==> src/sv/text_console_cursor_defines.svh <==
// assertion macros used by the text console cursor datapath
`ifndef TEXT_CONSOLE_CURSOR_DEFINES_SVH
`define TEXT_CONSOLE_CURSOR_DEFINES_SVH

`ifndef NO_ASSERTIONS
// check on every rising clock edge outside reset
`define TCC_ASSERT(lbl, prop, msg) \
  lbl: assert property (@(posedge clk) disable iff (!rst_n) prop) else $error(msg);
// check that also applies while reset is held
`define TCC_ASSERT_RST(lbl, prop, msg) \
  lbl: assert property (@(posedge clk) prop) else $error(msg);
`else
`define TCC_ASSERT(lbl, prop, msg)
`define TCC_ASSERT_RST(lbl, prop, msg)
`endif

`endif

==> src/sv/tcc_pkg.sv <==
// types and constants shared by the text console cursor modules
package tcc_pkg;

  localparam int CHAR_W  = 8;
  localparam int COL_W   = 6;
  localparam int ROW_W   = 5;
  localparam int KIND_W  = 2;
  localparam int CFG_IDX_W  = 2;
  localparam int CFG_DATA_W = 7;
  localparam int COLS_REG_W = 7;
  localparam int ROWS_REG_W = 6;

  localparam logic [CHAR_W-1:0] CH_TAB   = 8'h09;
  localparam logic [CHAR_W-1:0] CH_LF    = 8'h0a;
  localparam logic [CHAR_W-1:0] CH_CR    = 8'h0d;
  localparam logic [CHAR_W-1:0] CH_SPACE = 8'h20;

  localparam logic [KIND_W-1:0] KIND_DRAW   = 2'd0;
  localparam logic [KIND_W-1:0] KIND_SCROLL = 2'd1;
  localparam logic [KIND_W-1:0] KIND_REPORT = 2'd2;

  localparam logic [CFG_IDX_W-1:0] REG_TEXT_COLUMNS = 2'd0;
  localparam logic [CFG_IDX_W-1:0] REG_TEXT_ROWS    = 2'd1;

  localparam logic [COLS_REG_W-1:0] COLS_RESET = 7'd30;
  localparam logic [ROWS_REG_W-1:0] ROWS_RESET = 6'd8;
  localparam logic [COLS_REG_W-1:0] COLS_MAX   = 7'd64;
  localparam logic [ROWS_REG_W-1:0] ROWS_MAX   = 6'd32;

  typedef enum logic [2:0] {
    S_IDLE,
    S_DRAW,
    S_LF,
    S_SCROLL,
    S_REPORT
  } state_t;

  typedef enum logic [1:0] {
    EMIT_NONE,
    EMIT_DRAW,
    EMIT_SCROLL,
    EMIT_REPORT
  } emit_t;

  // controller to datapath
  typedef struct packed {
    logic  latch;
    emit_t emit;
    logic  step_right;
    logic  line_feed;
  } ctrl_cmd_t;

  // datapath to controller
  typedef struct packed {
    logic in_is_tab;
    logic in_is_lf;
    logic in_is_cr;
    logic is_tab;
    logic adv;
    logic wrap;
    logic at_bottom;
    logic tab_stop;
    logic slot_free;
  } dp_status_t;

endpackage

==> src/sv/tcc_ctrl.sv <==
// sequencer that walks one character through draws, scroll and report
module tcc_ctrl (
  input  logic                clk,
  input  logic                rst_n,
  input  logic                in_valid,
  output logic                in_ready,
  input  tcc_pkg::dp_status_t status,
  output tcc_pkg::ctrl_cmd_t  cmd
);
  import tcc_pkg::*;

  state_t state_r, state_nxt;
  logic   do_step;

  // cursor moves after a draw for tabs and for advancing glyphs
  assign do_step = status.is_tab || status.adv;

  // state register
  always_ff @(posedge clk) begin
    if (!rst_n) begin
      state_r <= S_IDLE;
    end else begin
      state_r <= state_nxt;
    end
  end

  // next state
  always_comb begin
    state_nxt = state_r;
    unique case (state_r)
      S_IDLE: begin
        if (in_valid) begin
          if (status.in_is_lf) begin
            state_nxt = S_LF;
          end else if (status.in_is_cr) begin
            state_nxt = S_REPORT;
          end else begin
            state_nxt = S_DRAW;
          end
        end
      end
      S_DRAW: begin
        if (status.slot_free) begin
          if (!do_step) begin
            state_nxt = S_REPORT;
          end else if (status.wrap && status.at_bottom) begin
            state_nxt = S_SCROLL;
          end else if (status.is_tab && !status.wrap && !status.tab_stop) begin
            state_nxt = S_DRAW;
          end else begin
            state_nxt = S_REPORT;
          end
        end
      end
      S_LF: begin
        state_nxt = status.at_bottom ? S_SCROLL : S_REPORT;
      end
      S_SCROLL: begin
        if (status.slot_free) state_nxt = S_REPORT;
      end
      S_REPORT: begin
        if (status.slot_free) state_nxt = S_IDLE;
      end
      default: state_nxt = S_IDLE;
    endcase
  end

  // commands
  always_comb begin
    in_ready       = 1'b0;
    cmd.latch      = 1'b0;
    cmd.emit       = EMIT_NONE;
    cmd.step_right = 1'b0;
    cmd.line_feed  = 1'b0;
    unique case (state_r)
      S_IDLE: begin
        in_ready  = 1'b1;
        cmd.latch = in_valid;
      end
      S_DRAW: begin
        if (status.slot_free) begin
          cmd.emit       = EMIT_DRAW;
          cmd.step_right = do_step;
        end
      end
      S_LF: begin
        cmd.line_feed = 1'b1;
      end
      S_SCROLL: begin
        if (status.slot_free) cmd.emit = EMIT_SCROLL;
      end
      S_REPORT: begin
        if (status.slot_free) cmd.emit = EMIT_REPORT;
      end
      default: ;
    endcase
  end

endmodule

==> src/sv/tcc_datapath.sv <==
// cursor, configuration registers and result register
`include "text_console_cursor_defines.svh"

module tcc_datapath (
  input  logic                                clk,
  input  logic                                rst_n,
  input  logic                                cfg_valid,
  input  logic [tcc_pkg::CFG_IDX_W-1:0]       cfg_index,
  input  logic [tcc_pkg::CFG_DATA_W-1:0]      cfg_data,
  input  logic [tcc_pkg::CHAR_W-1:0]          in_char_code,
  input  logic                                in_advance,
  input  tcc_pkg::ctrl_cmd_t                  cmd,
  output tcc_pkg::dp_status_t                 status,
  output logic                                out_valid,
  input  logic                                out_ready,
  output logic [tcc_pkg::KIND_W-1:0]          out_command_kind,
  output logic [tcc_pkg::COL_W-1:0]           out_cell_column,
  output logic [tcc_pkg::ROW_W-1:0]           out_cell_row,
  output logic [tcc_pkg::CHAR_W-1:0]          out_glyph_code,
  output logic                                out_last_of_run
);
  import tcc_pkg::*;

  logic [COLS_REG_W-1:0] cols_r;
  logic [ROWS_REG_W-1:0] rows_r;
  logic [COL_W-1:0]      col_r, col_nxt;
  logic [ROW_W-1:0]      row_r, row_nxt;
  logic [CHAR_W-1:0]     char_r;
  logic                  adv_r;
  logic                  out_valid_r;
  logic [KIND_W-1:0]     kind_r;
  logic [COL_W-1:0]      ocol_r;
  logic [ROW_W-1:0]      orow_r;
  logic [CHAR_W-1:0]     glyph_r;
  logic                  last_r;

  logic [COLS_REG_W-1:0] eff_cols;
  logic [ROWS_REG_W-1:0] eff_rows;
  logic [ROW_W-1:0]      last_row;
  logic [COLS_REG_W-1:0] col_inc;
  logic                  is_tab;
  logic                  wrap;
  logic                  at_bottom;
  logic                  slot_free;

  // configuration writes, saturated where used
  always_ff @(posedge clk) begin
    if (!rst_n) begin
      cols_r <= COLS_RESET;
      rows_r <= ROWS_RESET;
    end else if (cfg_valid) begin
      unique case (cfg_index)
        REG_TEXT_COLUMNS: cols_r <= cfg_data;
        REG_TEXT_ROWS:    rows_r <= cfg_data[ROWS_REG_W-1:0];
        default: ;
      endcase
    end
  end

  always_comb begin
    if (cols_r == '0) eff_cols = COLS_REG_W'(1);
    else if (cols_r > COLS_MAX) eff_cols = COLS_MAX;
    else eff_cols = cols_r;
    if (rows_r == '0) eff_rows = ROWS_REG_W'(1);
    else if (rows_r > ROWS_MAX) eff_rows = ROWS_MAX;
    else eff_rows = rows_r;
  end

  assign last_row  = ROW_W'(eff_rows - ROWS_REG_W'(1));
  assign col_inc   = {1'b0, col_r} + COLS_REG_W'(1);
  assign wrap      = col_inc >= eff_cols;
  assign at_bottom = row_r >= last_row;
  assign is_tab    = char_r == CH_TAB;
  assign slot_free = !out_valid_r || out_ready;

  // status towards the controller
  always_comb begin
    status.in_is_tab = in_char_code == CH_TAB;
    status.in_is_lf  = in_char_code == CH_LF;
    status.in_is_cr  = in_char_code == CH_CR;
    status.is_tab    = is_tab;
    status.adv       = adv_r;
    status.wrap      = wrap;
    status.at_bottom = at_bottom;
    status.tab_stop  = col_inc[1:0] == 2'b00;
    status.slot_free = slot_free;
  end

  // captured item
  always_ff @(posedge clk) begin
    if (cmd.latch) begin
      char_r <= in_char_code;
      adv_r  <= in_advance;
    end
  end

  // cursor movement: step right wraps into a line feed
  always_comb begin
    col_nxt = col_r;
    row_nxt = row_r;
    if (cmd.line_feed || (cmd.step_right && wrap)) begin
      col_nxt = '0;
      row_nxt = at_bottom ? last_row : row_r + ROW_W'(1);
    end else if (cmd.step_right) begin
      col_nxt = col_inc[COL_W-1:0];
    end
  end

  always_ff @(posedge clk) begin
    if (!rst_n) begin
      col_r <= '0;
      row_r <= '0;
    end else begin
      col_r <= col_nxt;
      row_r <= row_nxt;
    end
  end

  // result register valid
  always_ff @(posedge clk) begin
    if (!rst_n) begin
      out_valid_r <= 1'b0;
    end else if (cmd.emit != EMIT_NONE) begin
      out_valid_r <= 1'b1;
    end else if (out_ready) begin
      out_valid_r <= 1'b0;
    end
  end

  // result payload
  always_ff @(posedge clk) begin
    unique case (cmd.emit)
      EMIT_DRAW: begin
        kind_r  <= KIND_DRAW;
        ocol_r  <= col_r;
        orow_r  <= row_r;
        glyph_r <= is_tab ? CH_SPACE : char_r;
        last_r  <= 1'b0;
      end
      EMIT_SCROLL: begin
        kind_r  <= KIND_SCROLL;
        ocol_r  <= '0;
        orow_r  <= '0;
        glyph_r <= '0;
        last_r  <= 1'b0;
      end
      EMIT_REPORT: begin
        kind_r  <= KIND_REPORT;
        ocol_r  <= col_r;
        orow_r  <= row_r;
        glyph_r <= '0;
        last_r  <= 1'b1;
      end
      default: ;
    endcase
  end

  assign out_valid        = out_valid_r;
  assign out_command_kind = kind_r;
  assign out_cell_column  = ocol_r;
  assign out_cell_row     = orow_r;
  assign out_glyph_code   = glyph_r;
  assign out_last_of_run  = last_r;

  // a new result never overwrites one that is still waiting
  `TCC_ASSERT(a_emit_into_free_slot, (cmd.emit != EMIT_NONE) |-> slot_free, "result overwritten")
  // only the cursor report closes a run
  `TCC_ASSERT(a_last_is_report, (out_valid_r && last_r) |-> (kind_r == KIND_REPORT), "bad last")
  // reset returns the cursor home
  `TCC_ASSERT_RST(a_reset_home, !rst_n |=> (col_r == '0 && row_r == '0), "cursor not home")

endmodule

==> src/sv/text_console_cursor.sv <==
// text console cursor: character in, draw, scroll and report commands out
// a glyph gives a draw and a tab up to four draws, each then a scroll if it wraps on the bottom row,
// and the report; a carriage return gives only the report, a line feed a scroll on the bottom row
// and the report; one result loaded per cycle while the output is not stalled
// the next item is accepted in the cycle after the report is loaded
// synchronous active-low reset: cursor at column 0 row 0, 30 columns, 8 rows, no result
module text_console_cursor (
  input  logic                           clk,
  input  logic                           rst_n,
  input  logic                           cfg_valid,
  output logic                           cfg_ready,
  input  logic [tcc_pkg::CFG_IDX_W-1:0]  cfg_index,
  input  logic [tcc_pkg::CFG_DATA_W-1:0] cfg_data,
  input  logic                           in_valid,
  output logic                           in_ready,
  input  logic [tcc_pkg::CHAR_W-1:0]     in_char_code,
  input  logic                           in_advance,
  output logic                           out_valid,
  input  logic                           out_ready,
  output logic [tcc_pkg::KIND_W-1:0]     out_command_kind,
  output logic [tcc_pkg::COL_W-1:0]      out_cell_column,
  output logic [tcc_pkg::ROW_W-1:0]      out_cell_row,
  output logic [tcc_pkg::CHAR_W-1:0]     out_glyph_code,
  output logic                           out_last_of_run
);
  import tcc_pkg::*;

  ctrl_cmd_t  cmd;
  dp_status_t status;

  // configuration is always taken
  assign cfg_ready = 1'b1;

  tcc_ctrl u_ctrl (
    .clk      (clk),
    .rst_n    (rst_n),
    .in_valid (in_valid),
    .in_ready (in_ready),
    .status   (status),
    .cmd      (cmd)
  );

  tcc_datapath u_datapath (
    .clk              (clk),
    .rst_n            (rst_n),
    .cfg_valid        (cfg_valid),
    .cfg_index        (cfg_index),
    .cfg_data         (cfg_data),
    .in_char_code     (in_char_code),
    .in_advance       (in_advance),
    .cmd              (cmd),
    .status           (status),
    .out_valid        (out_valid),
    .out_ready        (out_ready),
    .out_command_kind (out_command_kind),
    .out_cell_column  (out_cell_column),
    .out_cell_row     (out_cell_row),
    .out_glyph_code   (out_glyph_code),
    .out_last_of_run  (out_last_of_run)
  );

endmodule

==> config.mk <==
export PLATFORM = sky130hd
export DESIGN_NAME = text_console_cursor
export DESIGN_NICKNAME = d
export VERILOG_FILES = /design/src/sv/tcc_pkg.sv /design/src/sv/tcc_ctrl.sv /design/src/sv/tcc_datapath.sv /design/src/sv/text_console_cursor.sv
export VERILOG_INCLUDE_DIRS = /design/src /design/src/sv
export SDC_FILE = /design/constraint.sdc
export NUM_CORES = 1
export LEC_CHECK = 0
export ABC_AREA = 0
export BUFFER_PORTS_ARGS = -buffer_cell sky130_fd_sc_hd__buf_2
export CAP_MARGIN = 20
export CORE_MARGIN = 5
export CORE_UTILIZATION = 25
export DETAILED_ROUTE_END_ITERATION = 10
export HOLD_SLACK_MARGIN = 0.02
export PLACE_DENSITY_LB_ADDON = 0.08
export SKIP_LAST_GASP = 1
export SLEW_MARGIN = 20
export SYNTH_ARGS = -nofsm -noshare
export SYNTH_HDL_FRONTEND = slang
export SYNTH_SLANG_ARGS = --single-unit
==> constraint.sdc <==
create_clock -name clk -period 3.2 [get_ports clk]
set_input_delay 0.16 -clock clk [delete_from_list [all_inputs] [get_ports clk]]
set_output_delay 0.16 -clock clk [all_outputs]
set_load 0.02 [all_outputs]
* After elaboration in Yosys (flattened, before gate mapping) *
Index checks and enable logic that the tools add are counted.

cells by class
  $add $sub $neg = 3
  $lt $le $gt $ge = 4
  equality and inequality tests = 15
  multiplexer cells = 32
  bitwise operators = 1
  reduce and logical (&&, ||, !) cells = 28

operators by type and width
  operator                                               number
  2-to-1 mux 3 bit                                       10
  == test 8 x 4 -> 1 bit, second input constant          3
  case mux 8 bit (2 select lines)                        1
  2-to-1 mux 5 bit                                       3
  case mux 3 bit (5 select lines)                        1
  2-to-1 mux 7 bit                                       2
  case mux 2 bit (3 select lines)                        2
  case mux 6 bit (2 select lines)                        1
  case mux 5 bit (2 select lines)                        1
  nonzero test 2 bit                                     5
  2-to-1 mux 8 bit                                       1
  OR reduction 2 bit                                     4
  adder 6 x 1 -> 7 bit, second input constant            1
  greater-or-equal comparator 7 bit                      1
  > comparator 7 bit, second input constant              1
  zero test 7 bit                                        1
  == test 3 x 2 -> 1 bit, second input constant          2
  > comparator 6 bit, second input constant              1
  zero test 6 bit                                        1
  2-to-1 mux 1 bit                                       6
  2-to-1 mux 2 bit                                       3
  inequality test 2 x 1 -> 1 bit, second input constant  3
  adder 5 x 1 -> 5 bit, second input constant            1
  greater-or-equal comparator 5 bit                      1
  16 further kinds                                       27

word-level totals
  flip-flop bits (word level) = 59
  input bits = 23
  output and inout bits = 25
  logic and storage cells = 96

* Longest topological paths before layout *
Gate-level depths: netlist of the first run.

  depth in word-level cells = 12
  gate-level depth with buffers = 12
  depth with buffers taken out = 11

* By module *
Synthesis of the first run repeated with hierarchy kept, for this count alone.

second synthesis, totals
  cell total of the unflattened synthesis = 296
  area, all modules = 3109.2 um2

modules (own cells, without submodules)
  module               times used  cells each  area an instance (um2)  sequential area each (um2)
  tcc_datapath         1           249         2743.9                  1401.3
  tcc_ctrl             1           45          354.1                   60.1
  text_console_cursor  1           2           11.3                    0.0

* Worst setup path after synthesis of the first run *
Ideal clock, no wire load.

  path type = register to register
  start = register u_datapath.rows_r[2]
  end = register u_datapath.row_r[2]
  library setup time = 0.070 ns
  data arrival time = 2.691 ns
  data required time = 3.130 ns
  slack = 0.439 ns
  cell stages (with the launch flop) = 13
  buffers on the path = 1
  period minus slack after synthesis = 2.761 ns
  cells stage by stage = dfxtp_1 > nor4_1 > o21bai_1 > ha_1 > nor3b_1 > o31a_1 > ha_1 > a21o_1 > a31oi_1 > clkbuf_1 > nand3b_1 > a21oi_1 > o2bb2ai_1

between the ends
  word-level cells in the longest chain between the ends = 6
  elaborated cells between the ends (all ways) = 7
  those cells by class = add/sub (1); order compare (2); mux (3); reduce/logical (1)

ends and longest elaborated chain
  item                               line                 RTL
  from (decl)                        tcc_datapath.sv:25   logic [ROWS_REG_W-1:0] rows_r;
  from (signal assigned)             tcc_datapath.sv:54   REG_TEXT_ROWS: rows_r <= cfg_data[ROWS_REG_W-1:0];
  > comparator 6 bit                 tcc_datapath.sv:65   else if (rows_r > ROWS_MAX) eff_rows = ROWS_MAX;
  2-to-1 mux 5 bit                   tcc_datapath.sv:65
  2-to-1 mux 5 bit (*)               tcc_datapath.sv:64   if (rows_r == '0) eff_rows = ROWS_REG_W'(1);
  subtractor 5 x 1 -> 5 bit (*)      tcc_datapath.sv:69   assign last_row = ROW_W'(eff_rows - ROWS_REG_W'(1));
  greater-or-equal comparator 5 bit  tcc_datapath.sv:72   assign at_bottom = row_r >= last_row;
  2-to-1 mux 5 bit (*)               tcc_datapath.sv:103  row_nxt = at_bottom ? last_row : row_r + ROW_W'(1);
  to (signal assigned)               tcc_datapath.sv:115  row_r <= row_nxt;
  to (decl)                          tcc_datapath.sv:27   logic [ROW_W-1:0] row_r, row_nxt;

Every way passes the cells marked *; elsewhere a longest branch is shown, timed or not.
A chain may end at the register's enable or synchronous reset.

* Final worst setup path of the first run *
  start = register u_datapath.rows_r[2]
  end = register u_datapath.row_r[1]

Same word-level chain as after synthesis.

==> impl_summary.md, run 1 <==
Clock tree
The cell sitting at the root of the clock tree is a sky130_fd_sc_hd__clkbuf_16. The clock input transition at the sequential cells of the worst setup and hold paths is ~0.06 ns. The buffer depth of the longest clock path is 2. At the later pin of the worst-skew pair, clock insertion delay measures approximately 0.33 ns.

The CTS tree is done. The number of clock buffers inserted by TritonCTS is 9. The H-tree generated during clock tree synthesis spans 3 levels.

The tree built by TritonCTS fans out to 58 sinks. The number of gates given a new drive strength after cts is 0.

Pwr
The portion of total power attributed to the clock network is 45.2%. IR analysis of the VDD net gives a maximum drop of 253 uV. Summed over all cells, the static leakage comes to approximately 1.5 nW. Summed over all nets, the switching power comes to approximately 530 uW. The portion of total power attributed to combinational logic is 11.1%. The total power divided by cell area is 542 mW/mm^2.

Sequential cells account for between 40% and 50% of the total power. The internal portion of the total power is 1.44 mW. The fraction of power spent switching nets is between 20% and 30%.

Worst setup path
The critical path ends at u_datapath.row_r[1]. Walking the worst path, the cells encountered are nor4_1, o21bai_1, ha_1, nor3b_1, o31a_1, ha_1, a21o_1, a31oi_1, buf_4, nor2_1, a211o_1, and3_1. On the worst path, the slowest cell contributes a delay of around 0.34 ns. The worst-case register-to-register setup slack is 0.29 ns.

The required time at the endpoint of the critical path is around 3.4 ns. The worst reg2reg path startpoint is u_datapath.rows_r[2]. The depth of the most critical reg-to-reg path is 12. In this run the critical register-to-register path is captured at u_datapath.row_r[1]. By instance count, the cell type seen most on the critical path is sky130_fd_sc_hd__ha_1. The maximum net fanout on the critical path is 14. The sort of element at the start of the critical path is a flop.

At the worst endpoint, the arrival time is 3.13 ns. The origin of the worst setup path is u_datapath.rows_r[2]. STA classifies the critical path endpoint as a flop. The slowest stage cell on the critical path is sky130_fd_sc_hd__dfxtp_1.

The critical path is of the flop to flop type.

Synthesis
The share of the synthesized area in the top cell type is slightly above 30%. The number of nets in the synthesized netlist is roughly 320. Synthesis inferred 58 register bits. The average size of a mapped cell is 10.3 sq um. The synthesized design spends more area on one cell type than any other, namely sky130_fd_sc_hd__edfxtp_1. Of the synthesized area, sequential elements account for between 40% and 50%.

Counting flops with a built-in enable in the synthesized netlist gives 30. The combined area of all synthesized cells is 0.00294 sq mm. The number of distinct library cell variants in the gate-level netlist after synthesis is 50.

In the synthesized netlist, the number of instances is between 200 and 300. During synthesis, Yosys emitted a total of 0 warnings. The most common flop cell mapped by yosys is sky130_fd_sc_hd__edfxtp_1. Ranked by total cell area, the synthesized netlist is headed by sky130_fd_sc_hd__edfxtp_1 (31%), sky130_fd_sc_hd__dfxtp_1 (19%), sky130_fd_sc_hd__ha_1 (6.4%). The async set or reset register ratio after synthesis is 0%.

Die
The number of rows created at floorplan is 39. The total die area is 0.0140 sq mm. The number of placed I/O pins is between 40 and 50. The y dimension of the die is 118 microns.

The floorplan step set the die width to 118 microns. The placeable core area is 0.0115 sq mm. The initial core utilization is 25.6%.

STA
In this run the tightest slew margin relative to its limit is 40.5%. For the final routed database, the setup TNS stands at 0 ns. The worst clock skew is 0.00861 ns. The worst path uses 91.1% of the clock period. For the finished layout, the period the worst path requires is about 3 ns. Derived from the worst setup path, the maximum achievable clock frequency is 0.343 GHz.

The final count of pins violating max slew is 0. Setup repair after global routing left no endpoint under its margin. The pin slew with the least headroom to its limit is between 0.8 and 0.9 ns. The count of endpoints failing setup in the final report is 0.

The final hold violation count came to 0.

Global routing
Global routing used 9.59% of the available tracks across all layers. The initial antenna violation count came to 0. Summed over all layers, the global routing overflow is 0.

The via count of the first global-routing pass was around 2.1k. Entering global routing, the biggest net connects 27 pins. The first global-routing pass estimated approximately 11000 microns of wire.

Routing
The detail route stage leaves a number of antenna-violating nets equal to 0. The final routed wirelength across all metal layers is 6520 microns. For this block, the initial DRC count from the detailed router was 93. The number of iterations in the first detailed-routing pass is 4. The via density per instance is 4.44. The total number of vias is 2156.

In the routed design, unresolved DRC markers number 0. Dividing the detail-routed wire length by the instance count gives 13.4 microns.

Final layout
From synthesis to final layout, the design area changed by 23.4%. The number of diodes added for antenna fixing is 0. The area taken by multi-input logic gates is 0.00140 sq mm.

In the final design database the tool counted 376 nets. Leaving out filler cells and counting taps, the final layout contains 486. The share of post-route cells with drive strength above 1 is 23.0%. The count of fill cells added during filler insertion is approximately 1.2k. In the final layout, flip-flops and latches occupy 0.00146 sq mm.

Run
The max-capacitance violation count is 0.

Place
The weighted congestion at the end of routability-driven global placement is between 0.8 and 0.9. Once detailed placement completed, the half-perimeter wirelength came to roughly 5000 microns. Port buffering added 46 buffers. The number of placed instances, taps included, is 469.

Outcome
The flow ran to the end, and the final reports show no timing, DRC or antenna violations.

Worst hold path
The worst hold path belongs to the class input port to flop.
==> what timing repair did <==
| item | CTS | global route |
|---|---|---|
| endpoints found under the setup margin | 0 | 0 |
| buffers inserted | 0 | 0 |
| hold endpoints to repair | 1 | 0 |
| hold buffers | 1 | 0 |
==> worst min-delay path by stage <==
stage	cells past startpoint	from	slack [ns]	end
floorplan	0	in_advance	0.26	u_datapath.adv_r
global placement	1	in_advance	0.35	u_datapath.adv_r
detailed placement	1	in_char_code[7]	0.36	u_datapath.char_r[7]
CTS	1	in_char_code[7]	0.02	u_datapath.char_r[7]
global route	1	in_char_code[6]	0.02	u_datapath.char_r[6]
finish	1	in_char_code[4]	0.03	u_datapath.char_r[4]
==> power groups by stage <==
stage	Sequential, mW	Combinational (mW)	Clock, mW
2_1_floorplan	0.908	0.107	0
3_3_place_gp	0.876	0.222	0
3_5_place_dp	0.876	0.223	0
4_1_cts	0.860	0.224	0.913
5_1_grt	0.864	0.242	0.951
6_report	0.859	0.219	0.889
==> state kept, by name, indices dropped and copies added (netlist names) <==
register / cells
u_datapath.out_command_kind: 2
u_datapath.rows_r: 6
u_datapath.col_r: 6
u_datapath.out_valid: 1
u_datapath.row_r: 5
u_datapath.char_r: 8
u_ctrl.state_r: 3
u_datapath.out_cell_row: 5
u_datapath.cols_r: 7
u_datapath.adv_r: 1
u_datapath.out_cell_column: 6
u_datapath.out_glyph_code: 8
==> placed cells by master (no fill, tap or decap), types with 3 or more instances in the layout <==
cell type | synthesis | layout
sky130_fd_sc_hd__a21oi_1 | 15 | 15
sky130_fd_sc_hd__a31oi_1 | 3 | 3
sky130_fd_sc_hd__and2_1 | 14 | 14
sky130_fd_sc_hd__and3_1 | 3 | 3
sky130_fd_sc_hd__buf_2 | 0 | 46
sky130_fd_sc_hd__buf_4 | 2 | 5
sky130_fd_sc_hd__clkbuf_16 | 0 | 9
sky130_fd_sc_hd__clkinv_4 | 0 | 3
sky130_fd_sc_hd__clkinvlp_4 | 0 | 4
sky130_fd_sc_hd__dfxtp_1 | 28 | 28
sky130_fd_sc_hd__edfxtp_1 | 30 | 30
sky130_fd_sc_hd__ha_1 | 15 | 15
sky130_fd_sc_hd__inv_1 | 8 | 8
sky130_fd_sc_hd__mux2i_1 | 14 | 14
sky130_fd_sc_hd__nand2_1 | 27 | 27
sky130_fd_sc_hd__nand2b_1 | 3 | 3
sky130_fd_sc_hd__nand3_1 | 6 | 6
sky130_fd_sc_hd__nand3b_1 | 4 | 4
sky130_fd_sc_hd__nor2_1 | 25 | 24
sky130_fd_sc_hd__nor2b_1 | 19 | 19
sky130_fd_sc_hd__nor3_1 | 3 | 3
sky130_fd_sc_hd__nor3b_1 | 3 | 3
sky130_fd_sc_hd__o21ai_0 | 9 | 9
sky130_fd_sc_hd__o21bai_1 | 3 | 3
sky130_fd_sc_hd__or2_2 | 4 | 4
sky130_fd_sc_hd__xnor2_1 | 8 | 8
==> layout make-up <==
| type | count | area share [%] |
|---|---|---|
| clock buffer | 9 | 6.21 |
| clock inverter | 7 | 1.55 |
| inverter | 8 | 0.828 |
| multi-input combinational | 209 | 38.6 |
| sequential | 58 | 40.3 |
| tap | 143 | 4.93 |
| timing repair buffer | 52 | 7.66 |
==> critical path: cells and delay by family (launching register included) <==
family	cells	cell delay [ns]
compound gates	5	1.06
simple gates	4	0.62
fa+ha+maj	2	0.54
flops	1	0.34
buf+inv	1	0.24
==> Yosys cell counts (2+ instances only) <==
cell and instances:
sky130_fd_sc_hd__dfxtp_1 28, sky130_fd_sc_hd__o21bai_1 3, sky130_fd_sc_hd__or2_2 4, sky130_fd_sc_hd__a31oi_1 3, sky130_fd_sc_hd__o31a_1 2, sky130_fd_sc_hd__edfxtp_1 30
sky130_fd_sc_hd__inv_1 8, sky130_fd_sc_hd__and2_1 14, sky130_fd_sc_hd__nor2b_1 19, sky130_fd_sc_hd__nor3_1 3, sky130_fd_sc_hd__buf_4 2, sky130_fd_sc_hd__nor4_1 2
sky130_fd_sc_hd__and3_1 3, sky130_fd_sc_hd__nand3b_1 4, sky130_fd_sc_hd__o2bb2ai_1 2, sky130_fd_sc_hd__ha_1 15, sky130_fd_sc_hd__nor3b_1 3, sky130_fd_sc_hd__a21o_1 2
sky130_fd_sc_hd__a21oi_1 15, sky130_fd_sc_hd__nand4_1 2, sky130_fd_sc_hd__xor2_1 2, sky130_fd_sc_hd__nand2b_1 3, sky130_fd_sc_hd__clkbuf_1 6, sky130_fd_sc_hd__xnor2_1 8
sky130_fd_sc_hd__mux2i_1 14, sky130_fd_sc_hd__nand2_1 27, sky130_fd_sc_hd__o21ai_0 9, sky130_fd_sc_hd__nor2_1 25, sky130_fd_sc_hd__nand3_1 6
==> per-layer routing <==
metal  share of wire [%]  vias to the layer above  track usage (%)
met5                   0                        -                0
met4                 1.6                        0             3.97
met3                 5.0                        8             2.39
met2                  43                       56             14.5
met1                  50                      975             13.1
li1                    -                     1117                -
==> per-stage QoR <==
step / util [%] / hold WS, ns / cell area (sq um) / worst slack, ns / power (mW)
6_report: 31.6 / 0.0307 / 3630 / 0.285 / 1.97
5_1_grt: 31.6 / 0.0223 / 3630 / 0.0485 / 2.06
4_1_cts: 31.6 / 0.0204 / 3630 / 0.262 / 2.00
3_5_place_dp: 29.1 / 0.359 / 3340 / 0.273 / 1.10
3_3_place_gp: 29.1 / 0.353 / 3340 / 0.336 / 1.10
2_1_floorplan: - / 0.259 / 2940 / 0.439 / 1.02
==> kinds of logic after synthesis <==
| kind of cell | after synthesis | synth area share [%] |
|---|---|---|
| simple gates | 122 | 22.5 |
| fa+ha+maj | 15 | 6.38 |
| other cells | 1 | 0.128 |
| buf+inv | 18 | 2.81 |
| xor+xnor | 10 | 2.98 |
| mux | 15 | 5.15 |
| compound gates | 46 | 10.3 |
| flops | 58 | 49.7 |
(Power assumes the default switching activity.)
==> run 2, diff against run 1 <==
- RECOVER_POWER: not set -> 100
==> run 2 against run 1 <==
  * Cell count stayed put
  * Combinational power shrank 5%
  * Core utilization shrank 0.43 points
  * Sequential power is essentially flat
  * Register-to-register slack about the same
  * Critical endpoint unchanged
  * Sequential share of layout area rose by 0.55 points
  * Global-route usage unchanged
  * Die area did not move
  * Worst setup slack worse by 0.00071 ns
==> impl_summary.md, run 2 (same netlist as run 1, synthesis figures left out) <==
Clock tree
Clock tree synthesis selected as its root buffer the cell sky130_fd_sc_hd__clkbuf_16. After clock tree synthesis, the clock-pin slew on the worst setup and hold paths is about 0.06 ns. The total number of clock tree sinks is 58. The number of clock buffers inserted by TritonCTS is 9. The post-CTS setup buffer count is 0. The buffer depth of the longest clock path is 2. In this run the number of H-tree levels came out at 3.

TritonCTS built the clock tree. The clock insertion delay at the later pin of the skew report is 0.33 ns.

Pwr
The portion of total power attributed to the clock network is 45.4%. The reported leakage power is 1.39 nW. The internal cell power is 1.43 mW.

Of the total power, combinational logic draws between 10% and 20%. Dividing total power by cell area gives a power density of 547 mW/mm^2. In this run the power spent charging and discharging nets is approximately 530 uW. The largest voltage drop on the vdd net is 255 uV. Of the total power, the share spent switching nets is 26.9%. The power share of the sequential group is 44.0%.

Worst setup path
The type of destination of the critical path is a flop. The sort of element at the start of the critical path is a flop. The number of cells on the worst reg-to-reg path is 12. The signal arrival time at the worst endpoint is about 3.1 ns. The required time at the endpoint of the critical path is around 3.4 ns. In this design, the stage delay of the slowest critical-path cell is 0.34 ns. The startpoint identified for the worst register-to-register timing path is u_datapath.rows_r[2]. The worst-case register-to-register setup slack is between 0.2 and 0.3 ns. The worst register-to-register path ends at u_datapath.row_r[1]. The critical path goes through nor4_1, o21bai_1, ha_1, nor3b_1, o31a_1, ha_1, a21o_1, a31oi_1, buf_4, nor2_1, a211o_1, and3_1.

Of all nets on the critical path, the largest fanout is 14. For this design, the slowest cell found on the critical path is sky130_fd_sc_hd__dfxtp_1. The critical path capture point is u_datapath.row_r[1]. The most prevalent standard cell on the critical path is sky130_fd_sc_hd__ha_1. The worst setup path is of the flop to flop kind.

The most critical setup path has its startpoint at u_datapath.rows_r[2].

Global routing
The remaining global-route overflow is 0. Entering global routing, the biggest net connects 27 pins. The initial antenna violation count is 0. The overall routing resource usage is 9.59%. The via count of the first global-routing pass is 2120. The wire length of the first global-routing pass is approximately 11000 microns.

Die
The total die area is about 0.014 sq mm. From left edge to right edge, the die measures 118 microns. After floorplanning, the core was sized to cover 0.0115 sq mm. The number of rows created at floorplan is 39. The number of placed I/O pins is 48. The initial utilization of the core area, before any placement, comes to 25.6%. Measured along the y axis, the die boundary spans roughly 120 microns.

STA
The final hold violation count is 0. The worst path uses 91.1% of the clock period. Headroom to the max-slew limit came out at approximately a quarter. The pin slew with the least headroom to its limit is around 1.1 ns. Setup repair after global routing left no endpoint under its margin. The smallest clock period supported by the final layout is computed as between 2 and 3 ns. Summed over all failing endpoints, the final setup total negative slack is 0 ns. Across all setup checks in the final design, the least slack found is 0.285 ns. Across the routed clock network, the largest skew measured is 0.00921 ns. The final count of pins violating max slew is 0.

The count of endpoints failing setup in the final report is 0. The highest attainable clock frequency is 0.343 GHz.

Final layout
The number of antenna diodes in the final layout is 0. The most common library cell in the layout ignoring fill and taps is sky130_fd_sc_hd__clkbuf_1. The post-layout net count is 376. The post-synthesis to final-layout area growth is 21.7%.

Leaving out fill and tap cells, the most frequent cells in the layout are sky130_fd_sc_hd__clkbuf_1 (33), sky130_fd_sc_hd__edfxtp_1 (30), sky130_fd_sc_hd__dfxtp_1 (28), sky130_fd_sc_hd__nand2_1 (27), sky130_fd_sc_hd__nor2_1 (25). Of the cells placed in the final design, the portion with a size suffix greater than 1 is a little over an eighth.

Worst hold path
The number of cells on the worst hold path is 1. The kind of path behind the tightest hold check is input port to flop.

Routing
The final routed wirelength across all metal layers is 6560 microns. The number of iterations in the first detailed-routing pass is 4. In the routed design, unresolved DRC markers number 0. Once detail routing completed, the nets flagged for antenna violations numbered 0. The wire length per cell after detailed routing is 13.5 microns. The total number of vias is 2146. The detailed router finished its first iteration with 99 violations.

The via density per instance is 4.42.

Place
The half-perimeter wire length of the detailed placement result is 4860 microns. Prior to clock tree synthesis, the placed netlist has a worst setup slack of 0.273 ns. The congestion estimate from routability-driven global placement came to 0.805. In this run the tool buffered the top-level ports with 46 buffer cells.

Outcome
The run finished with clean final reports.

Run
Max-cap violations in this run came to 0.
==> run 2: cell count changes in the layout (fill, tap and decap cells not counted) <==
| cell | delta |
|---|---|
| sky130_fd_sc_hd__nor2_1 | +1 |
| sky130_fd_sc_hd__buf_4 | -2 |
| sky130_fd_sc_hd__nor2_2 | -1 |
| sky130_fd_sc_hd__and2_1 | -12 |
| sky130_fd_sc_hd__clkbuf_1 | +33 |
| sky130_fd_sc_hd__and2_0 | +12 |
| sky130_fd_sc_hd__buf_2 | -31 |
==> run 2: power groups by stage <==
stage / sequential [mW] / combinational [mW] / clock (mW)
after floorplan: 0.908 / 0.107 / 0
final: 0.862 / 0.207 / 0.890
after detailed placement: 0.876 / 0.223 / 0
after global placement: 0.876 / 0.222 / 0
after global routing: 0.867 / 0.232 / 0.951
after CTS: 0.860 / 0.224 / 0.913
==> run 2: critical path, delay by kind of cell (launching register included) <==
kind	cells	cell delay [ns]
simple gates	4	0.62
buf+inv	1	0.24
fa+ha+maj	2	0.54
flops	1	0.34
compound gates	5	1.06
==> run 2: how the worst min path moves through the flow <==
stage	start	end	slack [ns]
after floorplan	in_advance	u_datapath.adv_r	0.26
after global placement	in_advance	u_datapath.adv_r	0.35
after detailed placement	in_char_code[7]	u_datapath.char_r[7]	0.36
after CTS	in_char_code[7]	u_datapath.char_r[7]	0.02
after global routing	in_char_code[6]	u_datapath.char_r[6]	0.02
final	in_char_code[6]	u_datapath.char_r[6]	0.03
==> run 2: routing by layer <==
layer  vias to the layer above  track usage [%]  routed length [microns]
met5                         -                0                        0
met4                         0             3.97                      104
met3                         8             2.39                      287
met2                        53             14.5                     2830
met1                       967             13.1                     3340
li1                       1118                -                        -
==> run 2: cell type report <==
| type | count | area (sq um) |
|---|---|---|
| Multi-Input combinational cell | 209 | 1400 |
| Clock buffer | 9 | 225 |
| Sequential cell | 58 | 1460 |
| Tap cell | 143 | 179 |
| Inverter | 8 | 30.0 |
| Timing Repair Buffer | 52 | 231 |
| Clock inverter | 7 | 56.3 |
| Fill cell | 1239 | 7890 |
==> run 2: what timing repair did <==
action	4_1_cts	5_1_grt
hold endpoints to repair	1	0
hold buffers	1	0
gates resized for setup	0	0
==> run 2: per-stage QoR <==
stage	utilization (%)	total power [mW]	hold slack (ns)	instance area (sq um)	cells
6_report	31.2	1.96	0.0348	3580	486
5_1_grt	31.2	2.05	0.0223	3580	486
4_1_cts	31.6	2.00	0.0204	3630	486
3_5_place_dp	29.1	1.10	0.359	3340	469
3_3_place_gp	29.1	1.10	0.353	3340	469
2_1_floorplan	-	1.02	0.259	2940	285
